`config.mk`:
```
export PLATFORM = sky130hd
export DESIGN_NAME = frpm_ram
export DESIGN_NICKNAME = d
export VERILOG_FILES = /design/src/assert_macros.svh /design/src/frpm_ram.sv
export SDC_FILE = /design/constraint.sdc
export NUM_CORES = 1
export LEC_CHECK = 0
export BUFFER_PORTS_ARGS = -buffer_cell sky130_fd_sc_hd__buf_2
export CORE_UTILIZATION = 32
export CTS_CLUSTER_SIZE = 10
export DETAILED_ROUTE_END_ITERATION = 7
export GPL_TIMING_DRIVEN = 0
export HOLD_SLACK_MARGIN = 0.03
export PLACE_DENSITY_LB_ADDON = 0.08
export REMOVE_ABC_BUFFERS = 1
export SLEW_MARGIN = 20
export SYNTH_ARGS = -nofsm -noshare
export SYNTH_HDL_FRONTEND = slang
export SYNTH_SLANG_ARGS = --single-unit
```
`constraint.sdc`:
```
create_clock -name clock -period 2.45 [get_ports clock]
set_clock_uncertainty 0.2 [all_clocks]
set_input_delay 0.245 -clock clock [delete_from_list [all_inputs] [get_ports clock]]
set_output_delay 0.245 -clock clock [all_outputs]
set_load 0.05 [all_outputs]
```
`src/assert_macros.svh`:
```
// ----------------------------------------------------------------------------
// assert_macros.svh
// Concurrent assertion shorthands shared by the RTL.
// ----------------------------------------------------------------------------
`ifndef ASSERT_MACROS_SVH
`define ASSERT_MACROS_SVH

// same-cycle implication, idle while reset is high
`define ASSERT_IMPLY(label, clk, rst, ante, cons, msg) \
   label: assert property (@(posedge clk) disable iff (rst) (ante) |-> (cons)) \
      else $error(msg);

// next-cycle implication, idle while reset is high
`define ASSERT_NEXT(label, clk, rst, ante, cons, msg) \
   label: assert property (@(posedge clk) disable iff (rst) (ante) |=> (cons)) \
      else $error(msg);

`endif

```
`src/frpm_ram.sv`:
```
// ----------------------------------------------------------------------------
// frpm_ram
// Generic single-write, single-read RAM with registered read data.
// ----------------------------------------------------------------------------
module frpm_ram #(
   parameter int WIDTH = 8,
   parameter int DEPTH = 16,
   localparam int AW = (DEPTH > 1) ? $clog2(DEPTH) : 1
) (
   input  logic             clock,
   input  logic             wr_en,
   input  logic [AW-1:0]    wr_addr,
   input  logic [WIDTH-1:0] wr_data,
   input  logic             rd_en,
   input  logic [AW-1:0]    rd_addr,
   output logic [WIDTH-1:0] rd_data
);

   logic [WIDTH-1:0] mem_ff [DEPTH];
   logic [WIDTH-1:0] rd_data_ff;

   always_ff @(posedge clock) begin
      if (wr_en) begin
         mem_ff[wr_addr] <= wr_data;
      end
      if (rd_en) begin
         rd_data_ff <= mem_ff[rd_addr];
      end
   end

   assign rd_data = rd_data_ff;

endmodule

```
==> flow_summary.ini <==
[placement]
portBuffers = 26
dpl-instance-area_um2 = 5598
place_ws_ps = 68.87
dp_hpwl_mm = 6.625
dp_cells = 465
gp_congestion = 0.7097

[grt]
grt_max_degree = 33
grt_overflow_total = 0
antenna_found_initial = 0
grt_pass1_vias = 2505
grt_pass1_wl_mm = 15.81
grt_use_total_pct = 14.20

[job]
drv_cap = 0

[cells_and_area]
fin_cells = 502
antenna_cells = 0
final_area_um2 = 6172
final_net_count = 294
fillers = 1447
drive_gt1_share_pct = 25.87
area_delta_synth_final_pct = 18.07

[power_and_ir_drop]
p_sw_mw = 1.042
power_frac_comb_pct = 5.5
p_seq_share_pct = 51.3
clockPowerShare_pct = 43.2
power.leakage_nw = 2.013
peakVddDrop_uv = 531.5
p_int_mw = 4.092
pwr_density_cell_nw_per_um2 = 831.8
swShare_pct = 20.30
power_mw = 5.134

[sta]
tns_ps = 0
drv_slew = 0
fin_crit_sh_pct = 77.26
relSlewSlack_pct = 32.53
timing.final.hold_violations = 0
fmax_mhz = 528.3
worstMarginPinSlew_ps = 1008
period_minus_slack_ps = 1893
rsz0062_at_grt = no
worst_slack_ps = 557.2
setup_viol = 0

[clock_network]
cts.repair.resized = 0
root_buffer = clkbuf_16
clockBufferDepth = 2
htreeDepth = 4
cts_tree = yes
cts_buffers = 17
clk_pin_slew_ps = 50
clk_latency_ps = 410
clock-sinks = 136

[worst_setup_path]
r2r_end = rd_data[0]
rrSetupSlack_ps = 690
critical_path_required_ps = 2390
cp-start-kind = primary input
critPathCaptureType = flop
worstReg2RegStart = mem_ff[2][0]
r2r_cells = 3
cp.arrival_ps = 1830
path_max_fanout = 32
critical_path_class = in2reg

[min_path]
hp-class = in2reg
hold_depth = 1
min_from = wr_data[7]
whs_endpoint = mem_ff[7][7]

[synth]
synthTopCellsByCount = edfxtp_1 (136), mux4_2 (18), a22oi_1 (16)
synth.cell_area_um2 = 5228
ys_async_sr_fraction_pct = 0
ys_seq_elements = 136
ys.warnings.count = 0
ys_top_cells_by_area = edfxtp_1 (78%), mux4_2 (7.8%), mux4_1 (7.0%), a22oi_1 (2.3%), nor2_1 (0.93%)
synthFlopType = edfxtp_1
syn_area_per_cell_um2 = 22.83
synth_most_common_cell = edfxtp_1
synth_edf_count = 136
yosysUniqueCellTypes = 18
synth_top_area_share_pct = 78.12
synthCells = 229
synth_top_cell_by_area = edfxtp_1
synth-seq-area-share_pct = 78.12

[floorplanning]
die_w_um = 129.8
top_level_ports = 27
initial_core_util_pct = 32.79
die_area_um2 = 16850
die_h_um = 129.8
fp.coreArea_um2 = 15940
rows = 46

[run_status]
status = finished, final reports clean

[routing]
drc_errors = 0
drt_iter0_markers = 119
num_vias = 2385
vias_per_cell = 4.751
final_antenna_net_count = 0
detail_route.wl_per_cell_um = 21.54
wirelength_mm = 10.82
firstDrtPassIters = 4
-- worst max-delay path by stage --
stage / start / endpoint / slack, ps / cells after the start
2_1_floorplan: wr_addr[2] / mem_ff[0][0] / 510 / 2
3_3_place_gp: rd_addr[0] / rd_data[1] / -340 / 4
3_5_place_dp: rd_addr[0] / rd_data[0] / 70 / 4
4_1_cts: rd_addr[0] / rd_data[0] / 510 / 4
5_1_grt: rd_addr[0] / rd_data[2] / 460 / 4
6_report: rd_addr[0] / rd_data[0] / 560 / 4
-- repair_timing --
| action | 4_1_cts | 5_1_grt |
|---|---|---|
| endpoints found under the setup margin | 0 | 0 |
| hold buffers | 7 | 0 |
| buffers inserted | 0 | 0 |
| hold endpoints to repair | 104 | 0 |
-- cells in the final DEF, fill, tap and decap left out, drive strengths merged --
cell	netlist	layout
or3b	1	1
and2	1	1
and2b	1	1
nor3	4	4
buf	7	30
a22oi	16	16
clkinv	0	5
nand2b	2	2
mux4	32	32
dlygate4sd3	0	7
nand3	1	1
bufinv	0	1
nand3b	2	2
nor2	13	13
nor2b	1	1
clkbuf	0	24
nand2	9	9
edfxtp	136	136
-- stage by stage --
step | hold WS (ps) | util [%]
global placement | 398.6 | 34.76
CTS | 30.21 | 38.71
global route | 40.16 | 38.71
finish | 31.61 | 38.71
floorplan | 143.9 | -
detailed placement | 399.8 | 35.11
-- state kept, by name (all words and copies together) (netlist names) --
name and flops:
mem_ff 128, rd_data 8
-- worst max-delay path: stages --
cell and delay [ps]:
buf_4 490, mux4_1 640, a22oi_1 280, nand2_1 150
-- power by group through the flow --
stage	clock, mW	combinational [mW]	sequential (mW)
6_report	2.22	0.282	2.64
5_1_grt	2.35	0.305	2.64
4_1_cts	2.27	0.289	2.64
3_5_place_dp	0	0.280	2.68
3_3_place_gp	0	0.274	2.68
2_1_floorplan	0	0.105	2.72
-- layout make-up --
class                           instances  area, µm²  area share (%)
Multi-Input combinational cell         83       1077           17.45
Clock inverter                          6      52.55          0.8514
Tap cell                              216      270.3           4.379
Sequential cell                       136       4084           66.17
Timing Repair Buffer                   37      236.5           3.831
Clock buffer                           24      451.7           7.318
-- per-layer routing --
layer	up-vias	track usage (%)	wire (µm)	share of wire (%)
met5	-	0	0	0
met4	0	6.361	127	1.2
met3	12	3.936	405	3.7
met2	51	21.89	5072	47
met1	1249	18.81	5210	48
li1	1073	-	-	-
-- cell families after synthesis --
family | count (synthesis) | share of synthesized area, %
DFF | 136 | 78.12
and+or+nand+nor | 35 | 3.136
muxes | 32 | 14.79
AOI/OAI and AO/OA | 16 | 2.298
buffers and inverters | 10 | 1.651
(Power assumes the default switching activity.)
